--- src/hw/rtl/hvb_pkg.sv ---
// Package with the shared constants and the division tables of the brighten pipeline.
`timescale 1ns / 1ps
package hvb_pkg;

    localparam int FracBits = 16;
    localparam logic [FracBits:0] Unit = (FracBits + 1)'(1) << FracBits;

    // Reciprocal table: ceil(2^(FracBits+8) / d), zero for d = 0.
    // The ratio of two bytes is a multiplication by a table reciprocal with a
    // correction step, so no divider is built.
    localparam int RecW = FracBits + 9;

    typedef logic [255:0][RecW-1:0]     t_recip_tab;
    typedef logic [255:0][FracBits:0]   t_value_tab;

    function automatic t_recip_tab recip_tab();
        t_recip_tab tab;
        tab = '0;
        for (int d = 1; d < 256; d++) begin
            tab[d] = RecW'(((64'd1 << (FracBits + 8)) + 64'(d) - 64'd1) / 64'(d));
        end
        return tab;
    endfunction

    // Value from the maximum channel: ceil(max*Unit/255).
    function automatic t_value_tab value_tab();
        t_value_tab tab;
        tab = '0;
        for (int mx = 0; mx < 256; mx++) begin
            tab[mx] = (FracBits + 1)'((64'(mx) * (64'd1 << FracBits) + 64'd254) / 64'd255);
        end
        return tab;
    endfunction

    localparam t_recip_tab RecipTab = recip_tab();
    localparam t_value_tab ValueTab = value_tab();

    typedef struct packed {
        logic [2:0]          sext;
        logic [FracBits-1:0] frac;
        logic [FracBits:0]   sat;
        logic [FracBits:0]   val;
    } t_hsv;

endpackage

--- src/hw/rtl/hvb_to_rgb.sv ---
// Back half: value gain, chroma products and RGB reconstruction over four stages.
`timescale 1ns / 1ps
module hvb_to_rgb (
    input  logic            i_clk,
    input  logic            i_en,
    input  logic [15:0]     i_gain,
    input  hvb_pkg::t_hsv   i_hsv,
    output logic [7:0]      o_r,
    output logic [7:0]      o_g,
    output logic [7:0]      o_b
);
    localparam int F = hvb_pkg::FracBits;

    // Stage A: gain product.
    logic [F+16:0] r_a_vg;
    logic [F:0]    r_a_sat;
    logic [2:0]    r_a_sext;
    logic [F:0]    r_a_k;
    // Stage B: P.
    logic [2*F+1:0] r_b_vs;
    logic [F:0]    r_b_vb;
    logic [2:0]    r_b_sext;
    logic [F:0]    r_b_k;
    // Stage C: Q.
    logic [2*F+1:0] r_c_pk;
    logic [F:0]    r_c_p;
    logic [F:0]    r_c_m;
    logic [2:0]    r_c_sext;
    // Stage D: channels times 255.
    logic [F+8:0]  r_d_x [3];

    logic [F:0] n_vb, n_p, n_q;
    logic [F:0] n_ch [3];

    always_ff @(posedge i_clk) begin
        if (i_en) begin
            r_a_vg   <= (F + 17)'(i_hsv.val) * (F + 17)'(i_gain);
            r_a_sat  <= i_hsv.sat;
            r_a_sext <= i_hsv.sext;
            r_a_k    <= i_hsv.sext[0] ? hvb_pkg::Unit - (F + 1)'(i_hsv.frac)
                                      : (F + 1)'(i_hsv.frac);
        end
    end

    always_comb begin
        n_vb = ((r_a_vg >> 8) > (F + 17)'(hvb_pkg::Unit)) ? hvb_pkg::Unit
                                                         : (F + 1)'(r_a_vg >> 8);
    end

    always_ff @(posedge i_clk) begin
        if (i_en) begin
            r_b_vs   <= (2 * F + 2)'(n_vb) * (2 * F + 2)'(r_a_sat);
            r_b_vb   <= n_vb;
            r_b_sext <= r_a_sext;
            r_b_k    <= r_a_k;
        end
    end

    assign n_p = (F + 1)'(r_b_vs >> F);

    always_ff @(posedge i_clk) begin
        if (i_en) begin
            r_c_pk   <= (2 * F + 2)'(n_p) * (2 * F + 2)'(r_b_k);
            r_c_p    <= n_p;
            r_c_m    <= r_b_vb - n_p;
            r_c_sext <= r_b_sext;
        end
    end

    always_comb begin
        n_q = (F + 1)'(r_c_pk >> F);
        case (r_c_sext)
            3'd0:    begin n_ch[0] = r_c_p; n_ch[1] = n_q;   n_ch[2] = '0;    end
            3'd1:    begin n_ch[0] = n_q;   n_ch[1] = r_c_p; n_ch[2] = '0;    end
            3'd2:    begin n_ch[0] = '0;    n_ch[1] = r_c_p; n_ch[2] = n_q;   end
            3'd3:    begin n_ch[0] = '0;    n_ch[1] = n_q;   n_ch[2] = r_c_p; end
            3'd4:    begin n_ch[0] = n_q;   n_ch[1] = '0;    n_ch[2] = r_c_p; end
            default: begin n_ch[0] = r_c_p; n_ch[1] = '0;    n_ch[2] = n_q;   end
        endcase
    end

    always_ff @(posedge i_clk) begin
        if (i_en) begin
            for (int i = 0; i < 3; i++) begin
                r_d_x[i] <= ((F + 9)'(n_ch[i]) + (F + 9)'(r_c_m)) * (F + 9)'(255);
            end
        end
    end

    function automatic logic [7:0] sat_byte(input logic [F+8:0] x);
        return ((x >> F) > (F + 9)'(255)) ? 8'd255 : 8'(x >> F);
    endfunction

    assign o_r = sat_byte(r_d_x[0]);
    assign o_g = sat_byte(r_d_x[1]);
    assign o_b = sat_byte(r_d_x[2]);
endmodule

--- config.mk ---
export PLATFORM = sky130hd
export DESIGN_NAME = hvb_to_rgb
export DESIGN_NICKNAME = d
export VERILOG_FILES = /design/src/hw/rtl/hvb_pkg.sv /design/src/hw/rtl/hvb_to_rgb.sv
export SDC_FILE = /design/constraint.sdc
export NUM_CORES = 2
export LEC_CHECK = 0
export BUFFER_PORTS_ARGS = -buffer_cell sky130_fd_sc_hd__buf_2
export CORE_ASPECT_RATIO = 0.8
export CORE_UTILIZATION = 60
export CTS_BUF_LIST = sky130_fd_sc_hd__clkbuf_4 sky130_fd_sc_hd__clkbuf_8 sky130_fd_sc_hd__clkbuf_16
export CTS_CLUSTER_DIAMETER = 40
export DETAILED_ROUTE_END_ITERATION = 16
export PLACE_DENSITY_LB_ADDON = 0.2
export SLEW_MARGIN = 20
export SYNTH_ARGS = -nofsm -noshare
export SYNTH_HDL_FRONTEND = slang
export SYNTH_SLANG_ARGS = --single-unit
--- constraint.sdc ---
create_clock -name i_clk -period 8.6 [get_ports i_clk]
set_clock_uncertainty 0.05 [all_clocks]
set_input_delay 0.86 -clock i_clk [delete_from_list [all_inputs] [get_ports i_clk]]
set_output_delay 0.86 -clock i_clk [all_outputs]
set_load 0.005 [all_outputs]
==> out/results.ini <==
[critical_path]
cp_common_cell=fa_1
critPathBufInv=6
slowest_stage=edfxtp_1
r2r_start=r_a_vg[8]
critPathCaptureType=register
critPathTopFamily=adder cells
required_ns=8.80
cp_max_fo=20
arrival_ns=8.38
crit_path_start=r_a_vg[8]
worstSetupStartpointType=register
cpPeakStageDelay_ns=0.57
crit_type=reg -> reg

[job]
max_cap_violations=0

[floorplanning]
num_io_pins=95
coreArea_um2=73800
rows=89
die_w_um=308
dieArea_um2=75900
start_util=0.608
chipHeight_um=247

[timing]
hold_viol=0
final_max_slew_viol_count=0
slew-limit-headroom=0.311
period_share=0.951
worst_pin_slew_ns=1.03
setup_viol=0
finalSetupTns_ns=0
rsz0062_at_grt=no
fmax_ghz=0.122
layout_min_cycle_time_ns=8.18

[synth]
synth_cells=4685
synth_seq_area_share=0.132
synth_area_leaders=fa_1, ha_1, edfxtp_1, inv_1, nand2_1
ys_ff_latch=197
synth_area_um2=44900
synthArstFlopShare=0
synth_top_cell_by_area=fa_1
synth_edf_count=197
syn_area_per_cell_um2=9.58
synth-main-ff-cell=edfxtp_1
yosysWarnings=0
synth.top_cell.area_share=0.389
synth.distinct_cells=77
syn_nets=6138

[clock_tree]
cts-root-buf=clkbuf_16
cts_made_buffers=17
path_clk_slew_ns=0.10
clockBufferDepth=2
worstSkewPairLatency_ns=0.51
clock_sinks=197
htreeDepth=4
post_cts_buffers=0
tritoncts=done

[routing]
first_pass_iters=5
drc_errors=0
wirelength_um=99800
drt.antenna.violating_nets=0
vias=30800
drt-initial-drc-count=2021
avgRoutedWirePerCell_um=17.5
routed_via_density=5.41

[final_layout]
syn_to_final_growth_pct=4.86
multiInputGateArea_um2=33900
regArea_um2=5920
drive_gt1_frac=0.0512
antenna_cells=0
fillCellCount=6052
nNetsFinal=6130

[hold_path]
min_path_type=reg -> reg
worstHoldStart=r_a_sext[2]

[global_route]
antenna_found_initial=1
globalRouteOverflowTotal=0
grt_pass1_vias=32600
grt_max_degree=72
grtUsageTotal=0.284
grt_pass1_wl_um=169000

[place]
portBuffers=94
place.gp.congestion=0.958
dp_hpwl_um=80800

[outcome]
outcome=finished, final reports clean

==> layer usage <==
layer	share of wire	vias up	track usage
li1	-	14300	-
met1	0.45	15400	0.405
met2	0.45	991	0.450
met3	0.074	116	0.0553
met4	0.017	0	0.0637
met5	0	-	0
==> synthesized netlist by cell type, drive strengths merged (58+ instances only) <==
cell,count
inv,1203
ha,510
nor2,79
xnor2,133
nand2,595
fa,872
a21oi,98
and2,209
clkbuf,161
and3,125
xor2,58
edfxtp,197
==> flip-flops by register name (all words and copies together), names as in the netlist, 17 cells and up <==
| register | flops |
|---|---|
| r_a_k | 17 |
| r_a_sat | 17 |
| r_a_vg | 25 |
| r_b_k | 17 |
| r_b_vb | 17 |
| r_b_vs | 17 |
| r_c_m | 17 |
| r_c_p | 17 |
| r_c_pk | 17 |
| r_d_x | 27 |
==> placed cells by master (no fill, tap or decap), types with 4 or more instances in the layout <==
cell type / count
o21bai_1: 17
xor2_1: 55
nor2_1: 77
and2_1: 209
nor2b_1: 14
nand4_1: 19
or3_1: 5
a21oi_1: 96
buf_2: 93
a22o_1: 51
o31ai_1: 16
nand3_1: 23
edfxtp_1: 197
inv_1: 1200
nand2_1: 595
or2_2: 33
clkbuf_16: 17
nand2b_1: 12
a21o_1: 51
buf_4: 45
o211ai_1: 7
clkinv_8: 5
and3_1: 124
a31oi_1: 10
o21ai_0: 28
inv_12: 6
o211a_1: 4
ha_1: 510
nor4_1: 10
o21ai_1: 11
nor3_1: 28
xnor2_1: 131
a211oi_1: 11
fa_1: 872
o21a_1: 23
==> area by class of cell <==
cell class / count / area share
clock buffers: 17 / 0.00904
clock inverters: 15 / 0.00508
inverters: 1203 / 0.0959
multi-input cells: 3119 / 0.720
flip-flops and latches: 197 / 0.126
well taps: 1001 / 0.0266
repair buffers: 139 / 0.0174
==> through the flow <==
| step | std cells | area [um2] | setup WS [ns] | hold slack (ns) | util |
|---|---|---|---|---|---|
| 3_5_place_dp | 5658 | 46300 | 0.151 | 0.355 | 0.628 |
| 6_report | 5691 | 47100 | 0.419 | 0.367 | 0.637 |
| 3_3_place_gp | 5658 | 46300 | 0.388 | 0.351 | 0.628 |
| 5_1_grt | 5691 | 47100 | 0.00796 | 0.386 | 0.637 |
| 4_1_cts | 5690 | 47000 | 0.0642 | 0.369 | 0.637 |
| 2_1_floorplan | 4685 | 44900 | 0.514 | 0.350 | - |
==> cells by family after synthesis <==
| logic type | after synthesis | synth area share |
|---|---|---|
| buf+inv | 1370 | 0.115 |
| mux | 2 | 0.000474 |
| fa+ha+maj | 1382 | 0.531 |
| xor+xnor | 191 | 0.0376 |
| flops | 197 | 0.132 |
| simple gates | 1160 | 0.123 |
| compound gates | 383 | 0.0613 |
==> worst reg2reg max path, delay by kind of cell (launching register included) <==
kind	cells	cell delay [ns]
fa+ha+maj	7	3.23
compound gates	7	1.85
mux	1	0.22
flops	1	0.57
simple gates	6	1.49
buf+inv	6	0.52
==> timing repair <==
action | CTS | global route
setup endpoints to repair | 0 | 12
resized for setup | 0 | 11
hold buffers | 0 | 0
==> path summary, 6_finish.rpt <==
kind / end / slack, ns / cells after the start
min reg2reg: r_b_sext[2] / 0.37 / 0
max reg2reg: r_b_vs[32] / 0.42 / 27
min: r_b_sext[2] / 0.37 / 0
max: r_b_vs[32] / 0.42 / 27
Power is not shown: default switching activity piles up to over one toggle a cycle in this logic, so the estimate is an artifact.
